$ cat src/hw/rtl/lqht_pkg.sv
// ----------------------------------------------------------------------------
// Link quality hop trigger package
// Item types, register indexes and state codes of the block; its checker shares
// the result type.
// ----------------------------------------------------------------------------
package lqht_pkg;

  localparam int unsigned CfgIdxW  = 3;
  localparam int unsigned CfgDataW = 16;
  localparam int unsigned DivSteps = 8;
  localparam int unsigned CntW     = $clog2(DivSteps);

  typedef enum logic [CfgIdxW-1:0] {
    REG_FLOOR_DBM       = 3'd0,
    REG_HOP_THRESHOLD   = 3'd1,
    REG_RSSI_GRADE_STEP = 3'd2,
    REG_COST_LOW_MARK   = 3'd3,
    REG_COST_GRADE_STEP = 3'd4,
    REG_MAX_PENALTY     = 3'd5
  } cfg_reg_e;

  typedef enum logic [1:0] {
    ST_IDLE = 2'd0,
    ST_DIV  = 2'd1,
    ST_FOLD = 2'd2
  } state_e;

  typedef struct packed {
    logic              link_active;
    logic              link_moving;
    logic signed [7:0] rssi_level;
    logic        [7:0] link_cost;
    logic              last_link;
  } in_t;

  typedef struct packed {
    logic       hop;
    logic [7:0] window_penalty;
    logic [7:0] bad_window_total;
  } out_t;

endpackage

$ cat src/hw/rtl/link_quality_hop_trigger.sv
// ----------------------------------------------------------------------------
// Link quality hop trigger
// Grades each link of a radio window and raises a hop on the window's last
// item once the saturating bad-window count reaches the threshold.
// ----------------------------------------------------------------------------
// An item for an inactive or idle link goes from the accept to the fold state and
// back to idle. An item for a moving link first passes one 8-step restoring
// divider, one quotient bit a cycle, that grades first the RSSI shortfall and
// then the link cost. At most one result is held in the output register, and the
// block accepts a new item while it waits to be taken.
module link_quality_hop_trigger (
  input  logic                        clk_i,
  input  logic                        rst_ni,
  input  logic                        cfg_we_i,
  input  logic [lqht_pkg::CfgIdxW-1:0]  cfg_idx_i,
  input  logic [lqht_pkg::CfgDataW-1:0] cfg_wdata_i,
  input  logic                        in_valid_i,
  output logic                        in_ready_o,
  input  lqht_pkg::in_t               in_i,
  output logic                        out_valid_o,
  input  logic                        out_ready_i,
  output lqht_pkg::out_t              out_o
);
  import lqht_pkg::*;

  logic signed [7:0] floor_q;
  logic [15:0]       thresh_q;
  logic [7:0]        rstep_q, cost_low_q, cstep_q, maxp_q;

  state_e            state_q, state_d;
  in_t               item_q, item_d;
  logic              phase_q, phase_d;
  logic [CntW-1:0]   cnt_q, cnt_d;
  logic [7:0]        rem_q, rem_d, quo_q, quo_d;
  logic [7:0]        rp_q, rp_d;
  logic [7:0]        worst_q, worst_d, count_q, count_d;
  out_t              out_q, out_d;
  logic              out_valid_q, out_valid_d;

  logic              accept;
  logic signed [8:0] short_in;
  logic [7:0]        cost_over;
  logic              rssi_hit, cost_hit;
  logic [7:0]        divisor;
  logic [8:0]        shifted;
  logic              qbit;
  logic [7:0]        pen, worst_new;
  logic [8:0]        sum;
  logic [7:0]        sat;

  function automatic logic [7:0] graded(input logic [7:0] q, input logic [7:0] maxp);
    logic [8:0] p;
    p = {1'b0, q} + 9'd1;
    if (p > {1'b0, maxp}) begin
      return maxp;
    end
    return p[7:0];
  endfunction

  assign accept      = in_valid_i && in_ready_o;
  assign in_ready_o  = (state_q == ST_IDLE);
  assign out_valid_o = out_valid_q;
  assign out_o       = out_q;

  always_comb begin
    short_in  = $signed({floor_q[7], floor_q}) - $signed({in_i.rssi_level[7], in_i.rssi_level});
    cost_over = item_q.link_cost - cost_low_q;
    rssi_hit  = (item_q.rssi_level < floor_q);
    cost_hit  = (item_q.link_cost > cost_low_q);
    if (phase_q) begin
      divisor = (cstep_q == 8'd0) ? 8'd1 : cstep_q;
    end else begin
      divisor = (rstep_q == 8'd0) ? 8'd1 : rstep_q;
    end
    shifted = {rem_q, quo_q[7]};
    qbit    = (shifted >= {1'b0, divisor});
  end

  always_comb begin
    if (!item_q.link_active) begin
      pen = 8'd0;
    end else if (!item_q.link_moving) begin
      pen = maxp_q;
    end else begin
      pen = rp_q;
      if (cost_hit && (graded(quo_q, maxp_q) > pen)) begin
        pen = graded(quo_q, maxp_q);
      end
    end
    worst_new = (pen > worst_q) ? pen : worst_q;
    sum       = {1'b0, count_q} + {1'b0, worst_new};
    sat       = sum[8] ? 8'hFF : sum[7:0];
  end

  always_comb begin
    state_d = state_q;
    unique case (state_q)
      ST_IDLE: begin
        if (accept) begin
          state_d = (in_i.link_active && in_i.link_moving) ? ST_DIV : ST_FOLD;
        end
      end
      ST_DIV: begin
        if (cnt_q == CntW'(DivSteps - 1) && phase_q) begin
          state_d = ST_FOLD;
        end
      end
      ST_FOLD: begin
        if (!item_q.last_link || !out_valid_q || out_ready_i) begin
          state_d = ST_IDLE;
        end
      end
      default: state_d = ST_IDLE;
    endcase
  end

  always_comb begin
    item_d      = item_q;
    phase_d     = phase_q;
    cnt_d       = cnt_q;
    rem_d       = rem_q;
    quo_d       = quo_q;
    rp_d        = rp_q;
    worst_d     = worst_q;
    count_d     = count_q;
    out_d       = out_q;
    out_valid_d = out_valid_q && !out_ready_i;
    unique case (state_q)
      ST_IDLE: begin
        if (accept) begin
          item_d  = in_i;
          phase_d = 1'b0;
          cnt_d   = '0;
          rem_d   = '0;
          quo_d   = short_in[7:0];
        end
      end
      ST_DIV: begin
        rem_d = qbit ? 8'(shifted - {1'b0, divisor}) : shifted[7:0];
        quo_d = {quo_q[6:0], qbit};
        cnt_d = cnt_q + CntW'(1);
        if (cnt_q == CntW'(DivSteps - 1) && !phase_q) begin
          rp_d    = rssi_hit ? graded({quo_q[6:0], qbit}, maxp_q) : 8'd0;
          phase_d = 1'b1;
          rem_d   = '0;
          quo_d   = cost_over;
        end
      end
      ST_FOLD: begin
        if (!item_q.last_link) begin
          worst_d = worst_new;
        end else if (!out_valid_q || out_ready_i) begin
          out_d.window_penalty = worst_new;
          out_d.hop            = 1'b0;
          if (worst_new == 8'd0) begin
            count_d = 8'd0;
          end else if ({8'd0, sat} >= thresh_q) begin
            count_d   = 8'd0;
            out_d.hop = 1'b1;
          end else begin
            count_d = sat;
          end
          out_d.bad_window_total = (worst_new == 8'd0 || {8'd0, sat} >= thresh_q) ? 8'd0 : sat;
          out_valid_d = 1'b1;
          worst_d     = 8'd0;
        end
      end
      default: ;
    endcase
  end

  always_ff @(posedge clk_i or negedge rst_ni) begin
    if (!rst_ni) begin
      state_q     <= ST_IDLE;
      worst_q     <= 8'd0;
      count_q     <= 8'd0;
      out_valid_q <= 1'b0;
      floor_q     <= -8'sd80;
      thresh_q    <= 16'd4;
      rstep_q     <= 8'd6;
      cost_low_q  <= 8'd15;
      cstep_q     <= 8'd5;
      maxp_q      <= 8'd4;
    end else begin
      state_q     <= state_d;
      worst_q     <= worst_d;
      count_q     <= count_d;
      out_valid_q <= out_valid_d;
      if (cfg_we_i) begin
        unique case (cfg_reg_e'(cfg_idx_i))
          REG_FLOOR_DBM:       floor_q    <= cfg_wdata_i[7:0];
          REG_HOP_THRESHOLD:   thresh_q   <= cfg_wdata_i;
          REG_RSSI_GRADE_STEP: rstep_q    <= cfg_wdata_i[7:0];
          REG_COST_LOW_MARK:   cost_low_q <= cfg_wdata_i[7:0];
          REG_COST_GRADE_STEP: cstep_q    <= cfg_wdata_i[7:0];
          REG_MAX_PENALTY:     maxp_q     <= cfg_wdata_i[7:0];
          default: ;
        endcase
      end
    end
  end

  always_ff @(posedge clk_i) begin
    item_q  <= item_d;
    phase_q <= phase_d;
    cnt_q   <= cnt_d;
    rem_q   <= rem_d;
    quo_q   <= quo_d;
    rp_q    <= rp_d;
    out_q   <= out_d;
  end

endmodule

$ cat config.mk
export PLATFORM = sky130hd
export DESIGN_NAME = link_quality_hop_trigger
export DESIGN_NICKNAME = d
export VERILOG_FILES = /design/src/hw/rtl/lqht_pkg.sv /design/src/hw/rtl/link_quality_hop_trigger.sv
export SDC_FILE = /design/constraint.sdc
export NUM_CORES = 1
export LEC_CHECK = 0
export ABC_CLOCK_PERIOD_IN_PS = 8960
export BUFFER_PORTS_ARGS = -buffer_cell sky130_fd_sc_hd__buf_2
export CAP_MARGIN = 40
export CORE_ASPECT_RATIO = 1.2
export CORE_MARGIN = 4
export CORE_UTILIZATION = 55
export DETAILED_ROUTE_END_ITERATION = 16
export GPL_ROUTABILITY_DRIVEN = 0
export PLACE_DENSITY = 0.89
export REMOVE_ABC_BUFFERS = 1
export SLEW_MARGIN = 20
export SYNTH_ARGS = -nofsm -noshare
export SYNTH_HDL_FRONTEND = slang
export SYNTH_SLANG_ARGS = --single-unit
$ cat constraint.sdc
create_clock -name clk_i -period 8.96 [get_ports clk_i]
set_input_delay 1.792 -clock clk_i [delete_from_list [all_inputs] [get_ports clk_i]]
set_output_delay 1.792 -clock clk_i [all_outputs]
set_load 0.02 [all_outputs]
# After elaboration in Yosys (flattened, before gate mapping)

Cells that the tools add are included.

Bits in registers: 139
Input port bits: 43

Add/sub/neg operators: 7
$lt $le $gt $ge: 8
Eq/ne operators: 13
Mux-type cells: 49
Reductions and logical operators: 33

Operators with widths:

| kind                | count |
|---|---|
| $mux 8              | 24 |
| $pmux 8 s2          | 2 |
| $gt 8x8->1          | 3 |
| $logic_not 8->1     | 3 |
| $sub 8x8->8         | 3 |
| $reduce_and 2->1    | 10 |
| $add 8x1->9 const B | 2 |
| $gt 9x8->1          | 2 |
| $ge 8x16->1         | 1 |
| $mux 1              | 15 |
| $add 8x8->9         | 1 |
| $eq 3x3->1 const B  | 3 |
| $ge 9x8->1          | 1 |
| $reduce_and 3->1    | 3 |
| $lt 8x8->1          | 1 |
| $mux 2              | 4 |
| $eq 3x2->1 const B  | 2 |
| $logic_and 1x1->1   | 6 |
| $ne 2x2->1 const B  | 3 |
| $pmux 2 s3          | 1 |
| $pmux 3 s2          | 1 |
| $logic_not 1->1     | 4 |
| $logic_or 1x1->1    | 4 |
| $ne 2x1->1 const B  | 2 |
| 9 further kinds     | 9 |

# Longest topological paths before layout

Gate-level depths: netlist (run 1).

Word-level depth: 24
Mapped depth: 47

# Least setup slack after synthesis (run 1)

Ideal clock, no wire load.

Path kind: reg-to-reg
From: reg quo_q[0]
To: reg count_q[1]
Setup time: 0.065 ns
Data arrival time: 8.611 ns
Slack: 0.284 ns
Cell stages (with the launch flop): 46
Buffers on the path: 2
Period minus slack after synthesis: 8.676 ns
Cells stage by stage: edfxtp_1 ha_1 nand3_1 nor2_1 xor2_1 ha_1 nand3_2 a211o_1 a21oi_2 nor2_2 mux2_4 ha_1 nand4_1 o22ai_1 a21oi_1 o211a_1 buf_2 mux2_1 [10 not listed] ha_1 nor2b_1 o21ai_0 nand2b_1 a21o_1 a21oi_1 o21ai_1 nor2_1 ha_1 nand2b_1 a21oi_1 nor2b_1 o21ai_0 a21oi_1 o41ai_1 nand2_1 a21oi_1 a22o_1

Longest elaborated chain between the ends: 20

RTL lines:

| item                   | RTL line                        | text |
|---|---|---|
| start, declared        | link_quality_hop_trigger.sv:34  | `logic [7:0] rem_q, rem_d, quo_q, quo_d;` |
| start signal, assigned | link_quality_hop_trigger.sv:208 | `quo_q <= quo_d;` |
| $add 8x1->9 (*)        | link_quality_hop_trigger.sv:53  | `p = {1'b0, q} + 9'd1;` |
| $gt 9x8->1             | link_quality_hop_trigger.sv:54  | `if (p > {1'b0, maxp}) begin` |
| $mux 1                 | link_quality_hop_trigger.sv:54  |  |
| $mux 1                 | link_quality_hop_trigger.sv:82  | `end else if (!item_q.link_moving) begin` |
| $mux 1                 | link_quality_hop_trigger.sv:80  | `if (!item_q.link_active) begin` |
| $mux 8                 | link_quality_hop_trigger.sv:57  | `return p[7:0];` |
| $mux 8                 | link_quality_hop_trigger.sv:82  |  |
| $mux 8                 | link_quality_hop_trigger.sv:80  |  |
| [5 not listed]         | --                              |  |
| $gt 8x8->1             | link_quality_hop_trigger.sv:90  | `worst_new = (pen > worst_q) ? pen : worst_q;` |
| $mux 8 (*)             | link_quality_hop_trigger.sv:90  |  |
| net worst_new[2]       | link_quality_hop_trigger.sv:47  | `logic [7:0] pen, worst_new;` |
| $add 8x8->9            | link_quality_hop_trigger.sv:91  | `sum = {1'b0, count_q} + {1'b0, worst_new};` |
| $mux 8                 | link_quality_hop_trigger.sv:92  | `sat = sum[8] ? 8'hFF : sum[7:0];` |
| $ge 8x16->1            | link_quality_hop_trigger.sv:157 | `end else if ({8'd0, sat} >= thresh_q) begin` |
| $mux 8                 | link_quality_hop_trigger.sv:157 |  |
| $mux 8 (*)             | link_quality_hop_trigger.sv:155 | `if (worst_new == 8'd0) begin` |
| end signal, assigned   | link_quality_hop_trigger.sv:187 | `count_q <= count_d;` |
| end, declared          | link_quality_hop_trigger.sv:36  | `logic [7:0] worst_q, worst_d, count_q, count_d;` |

Mark *: on every way through the listed nets, which the timed path passes. The rest lies on a longest branch. The select of a mux whose other input is x is not followed.
A chain may end at the register's enable or synchronous reset.

# Worst setup path in the final report (run 1)

From: reg quo_q[2]
To: reg count_q[1]

The elaborated chain is that of the path after synthesis.

==> results.cfg, run 1 <==
[run_status]
status = finished, final reports clean

[pwr]
p_per_area_nw_per_um2 = 399
p_leak_nw = 4.51
clkPwrFrac_pct = 16.6
p_seq_share_pct = 26.3
netSwitchingPower_mw = 1.83
internal_power_mw = 2.22
switching_share_pct = 45.2
power_frac_comb_pct = 57.1
ir_worst_vdd_v = 0.000223

[sta]
post-route-period-util_pct = 99.0
slew_violations = 0
max_freq_mhz = 113
finalClockSkew_ps = 12.5
tightestPinTransition_ps = 919
finalCriticalPeriod_ps = 8870
relSlewSlack_pct = 38.2
worst_slack_ps = 91.7
final-hold-violation-count = 0
finalSetupViolCount = 0
whs_ps = 513

[drt]
dr.pass1.iters = 7
drc_errors = 0
vias = 7151
viasPerCell = 6.25
drt_wl_total_microns = 22900
routedWlPerCell_microns = 20.0
postRouteAntennaNets = 0
drtIter0Drc = 777

[clock_tree]
cts_buffers = 17
ctsHoldBuffers = 0
max-clock-path-buffers = 2
htreeDepth = 4
cts_sinks = 139
clk_pin_slew_ps = 70
clockRootBuffer = clkbuf_16
clk_latency_ps = 430
tritoncts = yes

[synth]
synth_area_leaders = edfxtp_1, dfrtp_1, ha_1, mux2_2, dfstp_2
synth_edf_count = 64
syn_avg_cell_area_sq_um = 10.3
synth_xor_xnor_area_share_pct = 2.95
synth-compound-area-share_pct = 14.2
yosys.area_share.simple_pct = 13.5
synth_mux_area_share_pct = 7.69
synth_seq_cells = 139
ys_seq_area_share_pct = 44.3
synth_top_family_by_area = compound AO/OA/AOI/OAI gates
synthArstFlopShare_pct = 54.0
synth_fa_ha_area_share_pct = 12.9
syn-cell-area_sq_um = 8600
yosysWarnings = 0
synth_cell_types = 68
syn_inst = 834
synth_top_cell_area_share_pct = 22.3
synth_top_flop_cell = edfxtp_1
synth_top_area_cell = edfxtp_1

[finish]
mostFrequentLayoutCells = inv_1, ha_1, edfxtp_1, buf_2
antenna_cells = 0
fin_nets = 1056
final_util_pct = 66.9
area_delta_synth_final_pct = 17.7
mostFrequentLayoutCell = inv_1
drive_gt1_share_pct = 23.6

[floorplanning]
io_pins = 62
start_util_pct = 56.8
die_area_sq_um = 17700
rows = 49
die-height_microns = 145
core_sq_um = 15100
die_x_microns = 122

[critical_path]
cp.arrival_ps = 9230
slowest_delay_ps = 590
critPathTopFamily = compound AO/OA/AOI/OAI gates
critPathMostFrequentCell = ha_1
cpMaxStageDelayCell = edfxtp_1
cp-end-kind = flip-flop
crit_fanout = 8
worstPathRequired_ps = 9330
reg2reg_slack_ps = 90
critPathLaunchType = flip-flop
critPathBufInv = 3
critPathKind = flip-flop to flip-flop

[grt]
track_usage_pct = 25.3
overflow = 0
grt_pass1_wl_microns = 35300
antenna_found_initial = 0
grt_max_degree = 39
grt_pass1_vias = 7021

[run]
maxCapViolations = 0

[place]
numPortBuffers = 61
dpl_worst_slack_ps = -446
dp_hpwl_microns = 15600

[worst_hold_path]
hold_class = flip-flop to flip-flop
==> path summary, 6_finish.rpt <==
| kind | start | depth (start not counted) | end |
|---|---|---|---|
| worst max register to register | quo_q[2]$_DFFE_PP_ | 46 | count_q[1]$_DFFE_PN0P_ |
| worst min register to register | out_valid_o$_DFF_PN0_ | 2 | out_valid_o$_DFF_PN0_ |
| worst max-delay path | quo_q[2]$_DFFE_PP_ | 46 | count_q[1]$_DFFE_PN0P_ |
| worst min-delay path | out_valid_o$_DFF_PN0_ | 2 | out_valid_o$_DFF_PN0_ |
| max in group asynchronous | rst_ni | 2 | floor_q[4]$_DFFE_PN1P_ |
| min in group asynchronous | rst_ni | 1 | count_q[3]$_DFFE_PN0P_ |
==> cell usage after synthesis (3+ instances only) <==
master    count
nor3_1       24
nor4_1        7
o21bai_1      3
o21a_1        7
nand3_1      13
and2_1        8
nand3b_1      4
a22o_1       17
nor2_1       66
xor2_1       10
dfrtp_1      62
inv_1        83
o21ai_0      42
a21boi_0      4
o22ai_1       3
a211oi_1     10
a21oi_1      50
o31a_1        4
nand2b_1     10
fa_1          4
o211ai_1      6
buf_2         3
clkbuf_1     14
dfstp_2      13
mux2i_1      14
o311a_1       3
xnor2_1      19
nand2_1      52
mux2_2       44
a21o_1       12
nand4_1       9
edfxtp_1     64
nor2b_1      18
a31oi_1       3
ha_1         82
or3_1         4
==> layer usage <==
layer / track usage (%) / vias to the layer above / wire (microns)
met5: 0 / - / 0
li1: - / 3194 / -
met3: 4.98 / 120 / 1770
met4: 13.7 / 0 / 1410
met1: 31.4 / 3436 / 8550
met2: 41.2 / 401 / 11100
==> power groups by stage <==
stage               clock network, mW  registers (mW)  logic [mW]
floorplan                           0            1.04        1.44
detailed placement                  0            1.05        1.98
global placement                    0            1.05        1.90
finish                          0.670            1.06        2.31
CTS                             0.673            1.05        2.08
global route                    0.706            1.08        2.50
==> logic make-up (layout without fill, tap and decap cells) <==
family,Yosys count,in the layout
flip-flops,139,139
buffers and inverters,101,207
AND/OR/NAND/NOR,233,233
multiplexers,60,60
adder cells (fa/ha/maj),86,86
AO/OA/AOI/OAI,186,186
XOR/XNOR,29,29
==> flip-flops by register name (all words and copies together), names as in the netlist <==
| name | count |
|---|---|
| cost_low_q | 8 |
| worst_q | 8 |
| item_q | 19 |
| cnt_q | 3 |
| floor_q | 8 |
| out_o | 17 |
| state_q | 2 |
| quo_q | 8 |
| thresh_q | 16 |
| count_q | 8 |
| out_valid_o | 1 |
| maxp_q | 8 |
| phase_q | 1 |
| rp_q | 8 |
| rem_q | 8 |
| rstep_q | 8 |
| cstep_q | 8 |
==> worst reg2reg max path, delay by kind of cell (launching register included) <==
family	cells	cell delay (ps)
AOI/OAI and AO/OA	22	3590
and+or+nand+nor	12	1820
xor gates and xnor gates	1	200
adders and majority gates	6	1720
muxes	2	500
DFF	1	590
buffers and inverters	3	410
==> cell type report <==
type                    count  area, sq um
clock buffers              18          429
repair buffers             91          543
fillers                  1024         5020
well taps                 204          255
flip-flops and latches    139         3810
multi-input cells         594         4640
clock inverters            14          130
inverters                  84          315
==> per-stage QoR <==
stage	setup TNS (ps)	instances	total power, mW	instance area (sq um)
after floorplan	-605	817	2.47	8540
after global placement	-21.7	1093	2.95	9200
after detailed placement	-5400	1097	3.03	9250
after CTS	0	1134	3.80	9880
after global routing	-1670	1144	4.28	10100
final	0	1144	4.04	10100
==> repair_timing <==
action,4_1_cts,5_1_grt
pin swaps,1,12
hold endpoints to repair,0,0
gates resized for setup,9,34
setup endpoints to repair,17,17
buffers inserted,5,8
No activity file was read; power rests on OpenSTA's default activity.
==> run 2: changes to the inputs <==
Settings changed: ABC_CLOCK_PERIOD_IN_PS 8960 to default, CORE_UTILIZATION 55 to 25, PLACE_DENSITY 0.89 to 0.53.
==> results.cfg, run 2 (synthesized netlist as in run 1, its figures left out) <==
[finish]
final_util_pct = 31.5
mostFrequentLayoutCell = inv_1
mostFrequentLayoutCells = inv_1, ha_1, edfxtp_1
layout.cells.non_filler = 1415
area_delta_synth_final_pct = 24.3
antenna_cells = 0
drive_gt1_share_pct = 26.6
fill_cells = 3530
largest-register = item_q
largest_reg_flops = 19
fin_nets = 1075
fin_area_sq_um = 10700

[worst_hold_path]
hold_class = flip-flop to flip-flop

[sta]
fin_setup_tns_ps = 0
tightestPinTransition_ps = 899
worst_slack_ps = 431
post-route-period-util_pct = 95.2
relSlewSlack_pct = 39.8
max_freq_mhz = 117
finalCriticalPeriod_ps = 8530
whs_ps = 504
finalSetupViolCount = 0
finalClockSkew_ps = 14.1
final-hold-violation-count = 0
slew_violations = 0

[place]
dp_hpwl_microns = 17700
placedInstanceArea_sq_um = 9630
dpl_worst_slack_ps = 121
numPortBuffers = 61
placed_cells = 1359

[critical_path]
worstPathRequired_ps = 9230
slowest_delay_ps = 410
critPathMostFrequentCell = ha_1
cp-end-kind = flip-flop
cp.arrival_ps = 8800
cpMaxStageDelayCell = edfxtp_1
critPathKind = flip-flop to flip-flop
critPathLaunchType = flip-flop
crit_fanout = 8

[clock_tree]
max-clock-path-buffers = 2
clockRootBuffer = clkbuf_16
htreeDepth = 4
cts_buffers = 17
clk_latency_ps = 440
cts_sinks = 139
tritoncts = yes
clk_pin_slew_ps = 60
ctsHoldBuffers = 0

[drt]
drc_errors = 0
postRouteAntennaNets = 0
drt_wl_total_microns = 23600
viasPerCell = 4.65
routedWlPerCell_microns = 16.6
drtIter0Drc = 346
dr.pass1.iters = 5
vias = 6583

[floorplanning]
core_sq_um = 34000
die_x_microns = 177
die-height_microns = 211
die_area_sq_um = 37500
io_pins = 62
start_util_pct = 25.3
rows = 74

[run]
maxCapViolations = 0

[pwr]
total_power_mw = 4.07
ir_worst_vdd_v = 0.000146
p_leak_nw = 4.62
p_per_area_nw_per_um2 = 381

[grt]
grt_pass1_vias = 6543
antenna_found_initial = 0
grt_pass1_wl_microns = 36100
overflow = 0
grt_max_degree = 57
track_usage_pct = 12.5

[run_status]
status = finished, final reports clean
-- run 2: cell count changes in the layout (fill, tap and decap cells not counted), sizes merged --
cell	previous run	this run
buf	91	110
clkbuf	18	22
inv	93	89
-- run 2: power by group --
part | switching, mW | internal [mW]
registers | 0.138 | 0.909
clock network | 0.293 | 0.398
logic | 1.32 | 1.02
-- run 2: timing repair --
| action | 4_1_cts | 5_1_grt |
|---|---|---|
| setup buffers | 0 | 23 |
| endpoints found under the setup margin | 0 | 17 |
| gates resized for setup | 0 | 63 |
-- run 2: worst max-delay path: cells and delay by family, from the launching register on --
| kind | cells | cell delay (ps) |
|---|---|---|
| AO/OA/AOI/OAI | 22 | 3980 |
| XOR/XNOR | 1 | 120 |
| adder cells (fa/ha/maj) | 6 | 1480 |
| buffers and inverters | 6 | 730 |
| flip-flops | 1 | 410 |
| multiplexers | 1 | 320 |
| AND/OR/NAND/NOR | 11 | 1350 |
-- run 2: path summary, 6_finish.rpt --
path / startpoint / endpoint / slack [ps] / depth (start not counted)
setup / recovery: quo_q[1]$_DFFE_PP_ / out_o[1]$_SDFFCE_PP0P_ / 430 / 47
hold / removal: thresh_q[10]$_DFFE_PN0P_ / thresh_q[10]$_DFFE_PN0P_ / 500 / 1
setup reg to reg: quo_q[1]$_DFFE_PP_ / out_o[1]$_SDFFCE_PP0P_ / 430 / 47
hold reg to reg: thresh_q[10]$_DFFE_PN0P_ / thresh_q[10]$_DFFE_PN0P_ / 500 / 1
max in group asynchronous: rst_ni / cost_low_q[2]$_DFFE_PN1P_ / 6930 / 3
min in group asynchronous: rst_ni / state_q[0]$_DFFE_PN0P_ / 1230 / 1
-- run 2: cell type report --
cell class              instances  area, sq um  area share, %
flip-flops and latches        139         3810           35.7
inverters                      84          315           2.95
repair buffers                110          711           6.65
well taps                     456          571           5.34
multi-input cells             594         4710           44.0
clock inverters                10         76.3          0.714
clock buffers                  22          497           4.65
-- run 2: routing by layer --
layer | vias up | share of wire [%] | track usage (%)
li1 | 3241 | - | -
met1 | 3162 | 42 | 15.5
met2 | 140 | 52 | 22.1
met3 | 40 | 3.5 | 2.26
met4 | 0 | 2.5 | 4.06
met5 | - | 0 | 0
